**config.mk**
```make
export PLATFORM = sky130hd
export DESIGN_NAME = spe_trig_engine
export DESIGN_NICKNAME = d
export VERILOG_FILES = /design/src/design/spe_pkg.sv /design/src/design/spe_trig_engine.sv
export SDC_FILE = /design/constraint.sdc
export NUM_CORES = 2
export LEC_CHECK = 0
export ABC_AREA = 0
export ABC_CLOCK_PERIOD_IN_PS = 14680
export BUFFER_PORTS_ARGS = -buffer_cell sky130_fd_sc_hd__buf_2
export CORE_MARGIN = 4
export CORE_UTILIZATION = 38
export DETAILED_ROUTE_END_ITERATION = 12
export REMOVE_ABC_BUFFERS = 1
export SETUP_SLACK_MARGIN = 0.3
export SYNTH_ARGS = -nofsm -noshare
export SYNTH_HDL_FRONTEND = slang
export SYNTH_SLANG_ARGS = --single-unit
```
**constraint.sdc**
```tcl
create_clock -name clk -period 14.68 [get_ports clk]
set_clock_uncertainty 0.15 [all_clocks]
set_input_delay 1.468 -clock clk [delete_from_list [all_inputs] [get_ports clk]]
set_output_delay 1.468 -clock clk [all_outputs]
set_load 0.005 [all_outputs]
```
**src/design/spe_pkg.sv**
```systemverilog
`default_nettype none
package spe_pkg;

	localparam int FRAC = 30;
	localparam int COEF_W = 32;
	localparam int PHASE_W = 32;
	localparam int NTERMS = 7;
	localparam logic [30:0] PIH_Q = 31'd1686629713;
	localparam logic [30:0] ONE_Q = 31'h4000_0000;
	localparam logic [15:0] NEG_MASK = 16'hA0C6;

	localparam logic [1:0] ANG_BETA = 2'd0;
	localparam logic [1:0] ANG_SUM  = 2'd1;
	localparam logic [1:0] ANG_DIFF = 2'd2;

	typedef enum logic [3:0] {
		TS_Y,
		TS_Y2,
		TS_Y2M,
		TS_INIT,
		TS_MUL,
		TS_DLD,
		TS_DIV,
		TS_UPD,
		TS_FM,
		TS_FIN,
		TS_K0,
		TS_K1,
		TS_K2,
		TS_K3,
		TS_K4,
		TS_DONE
	} trig_state_t;

	typedef struct packed {
		logic signed [COEF_W-1:0] ar;
		logic signed [COEF_W-1:0] ai;
		logic signed [COEF_W-1:0] br;
		logic signed [COEF_W-1:0] bi;
	} coef_t;

	function automatic logic [7:0] term_div(input logic [2:0] k, input logic cos_sel);
		logic [7:0] d;
		begin
			d = 8'd0;
			if (cos_sel) begin
				case (k)
					3'd0: d = 8'd182;
					3'd1: d = 8'd132;
					3'd2: d = 8'd90;
					3'd3: d = 8'd56;
					3'd4: d = 8'd30;
					3'd5: d = 8'd12;
					3'd6: d = 8'd2;
					default: d = 8'd1;
				endcase
			end else begin
				case (k)
					3'd0: d = 8'd210;
					3'd1: d = 8'd156;
					3'd2: d = 8'd110;
					3'd3: d = 8'd72;
					3'd4: d = 8'd42;
					3'd5: d = 8'd20;
					3'd6: d = 8'd6;
					default: d = 8'd1;
				endcase
			end
			return d;
		end
	endfunction

	// floor(2^32 / d) for the series divisors
	function automatic logic [31:0] term_recip(input logic [2:0] k, input logic cos_sel);
		logic [31:0] m;
		begin
			m = 32'hFFFF_FFFF;
			if (cos_sel) begin
				case (k)
					3'd0: m = 32'd23598721;
					3'd1: m = 32'd32537631;
					3'd2: m = 32'd47721858;
					3'd3: m = 32'd76695844;
					3'd4: m = 32'd143165576;
					3'd5: m = 32'd357913941;
					3'd6: m = 32'd2147483648;
					default: m = 32'hFFFF_FFFF;
				endcase
			end else begin
				case (k)
					3'd0: m = 32'd20452225;
					3'd1: m = 32'd27531841;
					3'd2: m = 32'd39045157;
					3'd3: m = 32'd59652323;
					3'd4: m = 32'd102261126;
					3'd5: m = 32'd214748364;
					3'd6: m = 32'd715827882;
					default: m = 32'hFFFF_FFFF;
				endcase
			end
			return m;
		end
	endfunction

endpackage
`default_nettype wire

```
**src/design/spe_trig_engine.sv**
```systemverilog
`default_nettype none
module spe_trig_engine #(
	parameter int ANGLE_BITS = 16
) (
	input  wire logic                  clk,
	input  wire logic                  arst_n,
	input  wire logic                  restart,
	input  wire logic [ANGLE_BITS-1:0] alpha_angle,
	input  wire logic [ANGLE_BITS-1:0] beta_angle,
	input  wire logic [ANGLE_BITS-1:0] gamma_angle,
	output spe_pkg::coef_t             coef,
	output logic                       coef_ready
);
	import spe_pkg::*;

	trig_state_t state_q, state_nx;
	logic [1:0]  ang_q;
	logic [2:0]  k_q;
	logic        cos_q;
	logic [30:0] y_q;
	logic [31:0] y2_q;
	logic [30:0] rs_q, rc_q;
	logic [31:0] num_q;
	logic [31:0] quo_q;
	logic signed [65:0] prod_q;
	logic signed [COEF_W-1:0] sn_q [3];
	logic signed [COEF_W-1:0] cs_q [3];
	logic signed [COEF_W-1:0] ar_q, ai_q, br_q, bi_q;

	logic signed [32:0] mul_a, mul_b;
	logic signed [65:0] prod;
	logic               mul_en;
	logic [ANGLE_BITS-1:0] phase;
	logic [PHASE_W-1:0] turn;
	logic [7:0]  dv;
	logic [31:0] rcp;
	logic [31:0] rem;
	logic        qbit;
	logic [31:0] quo;
	logic signed [33:0] diff;
	logic [31:0] s0_raw;
	logic [30:0] s0;
	logic signed [COEF_W-1:0] s0w, c0w;
	logic signed [65:0] rnd_sum;
	logic signed [COEF_W-1:0] rnd;

	always_comb begin
		case (ang_q)
			ANG_BETA: phase = beta_angle;
			ANG_SUM:  phase = alpha_angle + gamma_angle;
			ANG_DIFF: phase = alpha_angle - gamma_angle;
			default:  phase = beta_angle;
		endcase
		turn = {phase, {(PHASE_W-ANGLE_BITS){1'b0}}};
	end

	// quotient estimate by reciprocal is low by at most one
	assign dv    = term_div(k_q, cos_q);
	assign rcp   = term_recip(k_q, cos_q);
	assign rem   = num_q - prod_q[31:0];
	assign qbit  = (rem >= {24'd0, dv});
	assign quo   = quo_q + {31'd0, qbit};
	assign diff  = $signed({3'b000, ONE_Q}) - $signed({2'b00, quo});
	assign s0_raw = prod_q[61:30];
	assign s0    = (s0_raw > {1'b0, ONE_Q}) ? ONE_Q : s0_raw[30:0];
	assign s0w   = $signed({1'b0, s0});
	assign c0w   = $signed({1'b0, rc_q});
	assign rnd_sum = prod_q + 66'sd536870912;
	assign rnd   = rnd_sum[61:30];
	assign prod  = mul_a * mul_b;

	// next state
	always_comb begin
		state_nx = state_q;
		case (state_q)
			TS_Y:    state_nx = TS_Y2;
			TS_Y2:   state_nx = TS_Y2M;
			TS_Y2M:  state_nx = TS_INIT;
			TS_INIT: state_nx = TS_MUL;
			TS_MUL:  state_nx = TS_DLD;
			TS_DLD:  state_nx = TS_DIV;
			TS_DIV:  state_nx = TS_UPD;
			TS_UPD:  state_nx = (cos_q && k_q == 3'(NTERMS-1)) ? TS_FM : TS_MUL;
			TS_FM:   state_nx = TS_FIN;
			TS_FIN:  state_nx = (ang_q == ANG_DIFF) ? TS_K0 : TS_Y;
			TS_K0:   state_nx = TS_K1;
			TS_K1:   state_nx = TS_K2;
			TS_K2:   state_nx = TS_K3;
			TS_K3:   state_nx = TS_K4;
			TS_K4:   state_nx = TS_DONE;
			TS_DONE: state_nx = TS_DONE;
			default: state_nx = TS_Y;
		endcase
		if (restart)
			state_nx = TS_Y;
	end

	// multiplier operands
	always_comb begin
		mul_a  = '0;
		mul_b  = '0;
		mul_en = 1'b1;
		case (state_q)
			TS_Y: begin
				mul_a = $signed({3'b000, turn[29:0]});
				mul_b = $signed({2'b00, PIH_Q});
			end
			TS_Y2M: begin
				mul_a = $signed({2'b00, y_q});
				mul_b = $signed({2'b00, y_q});
			end
			TS_MUL: begin
				mul_a = $signed({1'b0, y2_q});
				mul_b = cos_q ? $signed({2'b00, rc_q}) : $signed({2'b00, rs_q});
			end
			TS_DLD: begin
				mul_a = $signed({1'b0, prod_q[61:30]});
				mul_b = $signed({1'b0, rcp});
			end
			TS_DIV: begin
				mul_a = $signed({1'b0, prod_q[63:32]});
				mul_b = $signed({25'd0, dv});
			end
			TS_FM: begin
				mul_a = $signed({2'b00, y_q});
				mul_b = $signed({2'b00, rs_q});
			end
			TS_K0: begin
				mul_a = {cs_q[0][COEF_W-1], cs_q[0]};
				mul_b = {cs_q[1][COEF_W-1], cs_q[1]};
			end
			TS_K1: begin
				mul_a = {cs_q[0][COEF_W-1], cs_q[0]};
				mul_b = {sn_q[1][COEF_W-1], sn_q[1]};
			end
			TS_K2: begin
				mul_a = {sn_q[0][COEF_W-1], sn_q[0]};
				mul_b = {cs_q[2][COEF_W-1], cs_q[2]};
			end
			TS_K3: begin
				mul_a = {sn_q[0][COEF_W-1], sn_q[0]};
				mul_b = {sn_q[2][COEF_W-1], sn_q[2]};
			end
			default: mul_en = 1'b0;
		endcase
	end

	always_ff @(posedge clk or negedge arst_n) begin
		if (!arst_n) begin
			state_q <= TS_Y;
			ang_q   <= ANG_BETA;
			k_q     <= '0;
			cos_q   <= 1'b0;
		end else begin
			state_q <= state_nx;
			if (restart) begin
				ang_q <= ANG_BETA;
			end else begin
				case (state_q)
					TS_INIT: begin
						k_q   <= '0;
						cos_q <= 1'b0;
					end
					TS_UPD: begin
						cos_q <= ~cos_q;
						if (cos_q)
							k_q <= k_q + 3'd1;
					end
					TS_FIN: ang_q <= ang_q + 2'd1;
					default: ;
				endcase
			end
		end
	end

	always_ff @(posedge clk) begin
		if (mul_en)
			prod_q <= prod;
		case (state_q)
			TS_Y2: y_q <= prod_q[60:30];
			TS_INIT: begin
				y2_q <= prod_q[61:30];
				rs_q <= ONE_Q;
				rc_q <= ONE_Q;
			end
			TS_DLD: num_q <= prod_q[61:30];
			TS_DIV: quo_q <= prod_q[63:32];
			TS_UPD: begin
				if (cos_q)
					rc_q <= diff[33] ? 31'd0 : diff[30:0];
				else
					rs_q <= diff[30:0];
			end
			TS_FIN: begin
				case (turn[31:30])
					2'd0: begin
						sn_q[ang_q] <= s0w;
						cs_q[ang_q] <= c0w;
					end
					2'd1: begin
						sn_q[ang_q] <= c0w;
						cs_q[ang_q] <= -s0w;
					end
					2'd2: begin
						sn_q[ang_q] <= -s0w;
						cs_q[ang_q] <= -c0w;
					end
					default: begin
						sn_q[ang_q] <= -c0w;
						cs_q[ang_q] <= s0w;
					end
				endcase
			end
			TS_K1: ar_q <= rnd;
			TS_K2: ai_q <= -rnd;
			TS_K3: br_q <= rnd;
			TS_K4: bi_q <= -rnd;
			default: ;
		endcase
	end

	assign coef_ready = (state_q == TS_DONE);
	assign coef = '{ar: ar_q, ai: ai_q, br: br_q, bi: bi_q};

endmodule
`default_nettype wire

```
==> results by group <==
Routing
  – DRC Markers: 0
  – Final wirelength: 244300 µm
  – Vias per inst: 5.642
  – Drt pass-1 iters: 10
  – DR WL/cell: 25.71 µm
  – Vias post-DR: 53612
  – Post-DRT Antenna Nets: 0
  – Iteration-0 DRC Markers: 5838

Setup path
  – Delay-heaviest family, CP: adder cells
  – Crit path largest cell delay: 0.88 ns
  – Critical path data arrival time: 13.42 ns
  – Crit path required time: 14.89 ns
  – Critical Path Slowest Stage Cell: o21ai_2
  – CP bufs+invs: 6
  – CP most frequent cell: fa_1
  – CP max FO: 11
  – CP endpoint kind: flop
  – Startpoint class of the critical path: input port
  – Setup Crit Path Kind: in2reg

Synth
  – Post-synth EDFFs: 573
  – Number of synthesized register bits: 583
  – Avg Cell Area, Syn: 9.735 µm²
  – Main synth FF type: edfxtp_1
  – Synth warn: 0
  – Synth cell types: 102
  – Synthesized instance count: 7038
  – Mapped Area: 68520 µm²
  – Register area share after synthesis: 25.48%
  – Async SR Flop Fraction: 1.715%

Clocking
  – Maximum clock path buffer count: 3
  – CTS-repair resized insts: 0
  – Setup bufs post-CTS: 0
  – Clock sinks: 583
  – Clk root buf: clkbuf_16
  – Htree depth: 3
  – Cts hold-fix bufs: 0
  – CTS tree: done
  – Clock buffer count from CTS: 66
  – Reg clk slew, reported paths: 0.06 ns
  – Clock Latency Late Sink: 0.64 ns

STA
  – Fin crit share: 89.98%
  – Fin. Hold Viols: 0
  – Slew Viols, Final: 0
  – Slew HR: 1.921%
  – Final setup viols: 0
  – Setup_tns: 0 ns
  – Unrepaired setup endpoints after global routing: false
  – Slew @ Worst Pin: 1.453 ns
  – Max Freq: 0.07571 GHz
  – Setup ws final: 1.471 ns
  – Crit path time final: 13.21 ns

Placement
  – Hpwl dp: 184200 µm
  – Placement Setup Slack: 1.112 ns
  – Placer Congestion: 0.9703
  – Cell Area, Placed: 72470 µm²
  – DP Cell Count: 9376
  – Port Buffers: 179

Power
  – P_leak: 31.72 nW
  – VDD IR max: 0.0004930 V
  – Power Density: 202.3 nW/µm²

Run
  – Maxcap violations: 1

Global route
  – Total track usage: 26.14%
  – Initial antenna violation count: 19
  – First-pass GRT wire length: 363400 µm
  – Vias in the first global route: 55409
  – Largest net degree at the start of global routing: 81
  – GR Overflow Total: 0

Floorplan
  – Row count: 155
  – Initial Util: 38.32%
  – Ports: 180
  – Die area: 187200 µm²
  – Die X: 432.6 µm
  – CORE AREA: 178800 µm²
  – Die Y: 432.6 µm

Finish
  – Layout Utilization: 41.75%
  – Fin area: 74650 µm²
  – Multi-input gate area: 44920 µm²
  – Final nets: 8551
  – Storage cell area: 17460 µm²
  – Finished Layout Cells: 9503
  – Fraction of layout cells with a size suffix above 1: 8.303%
  – # fillers: 17516
  – P&R area growth vs syn: 8.944%

Hold path
  – Hold/Removal Path Class: reg2reg

Outcome
  – Failing checks: capacitance limit
  – Status: finished with violations
## area by class of cell
type	instances	share of cell area [%]
Antenna cell	6	0.02011
Clock buffer	79	2.333
Clock inverter	42	0.5615
Inverter	1289	6.482
Multi-Input combinational cell	4782	60.18
Sequential cell	583	23.39
Tap cell	2355	3.947
Timing Repair Buffer	367	3.091
## worst register-to-register path, delay by kind of cell, from the launching register on
| family | cells | cell delay, ns |
|---|---|---|
| AOI/OAI and AO/OA | 13 | 3.58 |
| xor gates and xnor gates | 2 | 0.40 |
| adders and majority gates | 11 | 5.29 |
| buffers and inverters | 8 | 0.47 |
| DFF | 1 | 0.41 |
| muxes | 2 | 0.88 |
| and+or+nand+nor | 4 | 1.30 |
## final timing paths
| kind | cells after the start | startpoint | end | slack, ns |
|---|---|---|---|---|
| max | 39 | gamma_angle[3] | prod_q[62] | 1.47 |
| min reg2reg | 0 | prod_q[62] | quo_q[30] | 0.36 |
| max reg2reg | 40 | ang_q[0] | prod_q[57] | 1.96 |
| max in group asynchronous | 1 | arst_n | ang_q[0] | 13.57 |
| min in group asynchronous | 1 | arst_n | k_q[2] | 0.58 |
| min | 0 | prod_q[62] | quo_q[30] | 0.36 |
## through the flow
step | hold WS, ns | total power, mW
6_report | 0.3592 | 15.10
5_1_grt | 0.3772 | 16.38
4_1_cts | 0.3734 | 14.93
3_5_place_dp | 0.3585 | 13.20
3_3_place_gp | 0.3491 | 13.13
2_1_floorplan | 0.2752 | 9.801
## cells in the mapped netlist, drive strengths merged, types with 54 or more instances
cell    count  area (µm²)
a222oi     66       660.6
ha        284        3553
nor2      484        1894
fa       1127       22560
nor3       97       518.0
nand3     115       575.6
and2      110       688.2
nand4      54       359.1
edfxtp    573       17210
inv      1286        4827
nand2    1040        3904
clkbuf    328        1232
xnor2     180        1577
a22oi      54       405.4
o21ai     171       855.8
a21oi     250        1259
xor2       75       656.9
buf        56       287.8
## metal layers
layer	share of wire, %	routed length [µm]	track usage (%)
met1	39	95400	34.65
met2	45	110600	41.38
met3	10	25080	5.382
met4	5.4	13180	11.88
met5	0.023	56	0
## report_power, final
part	switching [mW]	internal, mW	leakage, nW
clock	0.717	0.965	1.05
combinational	7.08	3.87	25.3
sequential	0.0556	2.41	5.36
## placed cells by master (no fill, tap or decap), drive strengths merged, types with 38 or more instances in the layout
| cell type | n |
|---|---|
| fa | 1127 |
| a22oi | 54 |
| nand3 | 115 |
| a31oi | 42 |
| nor2b | 51 |
| ha | 284 |
| a21o | 43 |
| o21ai | 171 |
| buf | 367 |
| and3 | 39 |
| nor2 | 484 |
| xnor2 | 180 |
| nor3 | 97 |
| o211ai | 42 |
| a21oi | 250 |
| edfxtp | 573 |
| xor2 | 75 |
| nand2 | 1040 |
| inv | 1296 |
| a222oi | 66 |
| nand4 | 54 |
| and2 | 110 |
| a211oi | 38 |
| clkbuf | 79 |
## flip-flops by register name, indices dropped and copies added (netlist names), 31 cells and up
name,flops
ai_q,32
ar_q,32
bi_q,32
br_q,32
cs_q,96
num_q,32
prod_q,64
quo_q,32
rc_q,31
rs_q,31
sn_q,96
y2_q,32
y_q,31
## logic make-up after synthesis
| logic type | share of synthesized area [%] |
|---|---|
| buf+inv | 9.280 |
| mux | 0.6063 |
| flops | 25.48 |
| compound gates | 8.901 |
| fa+ha+maj | 38.11 |
| simple gates | 14.36 |
| xor+xnor | 3.260 |
(Power assumes the default switching activity.)
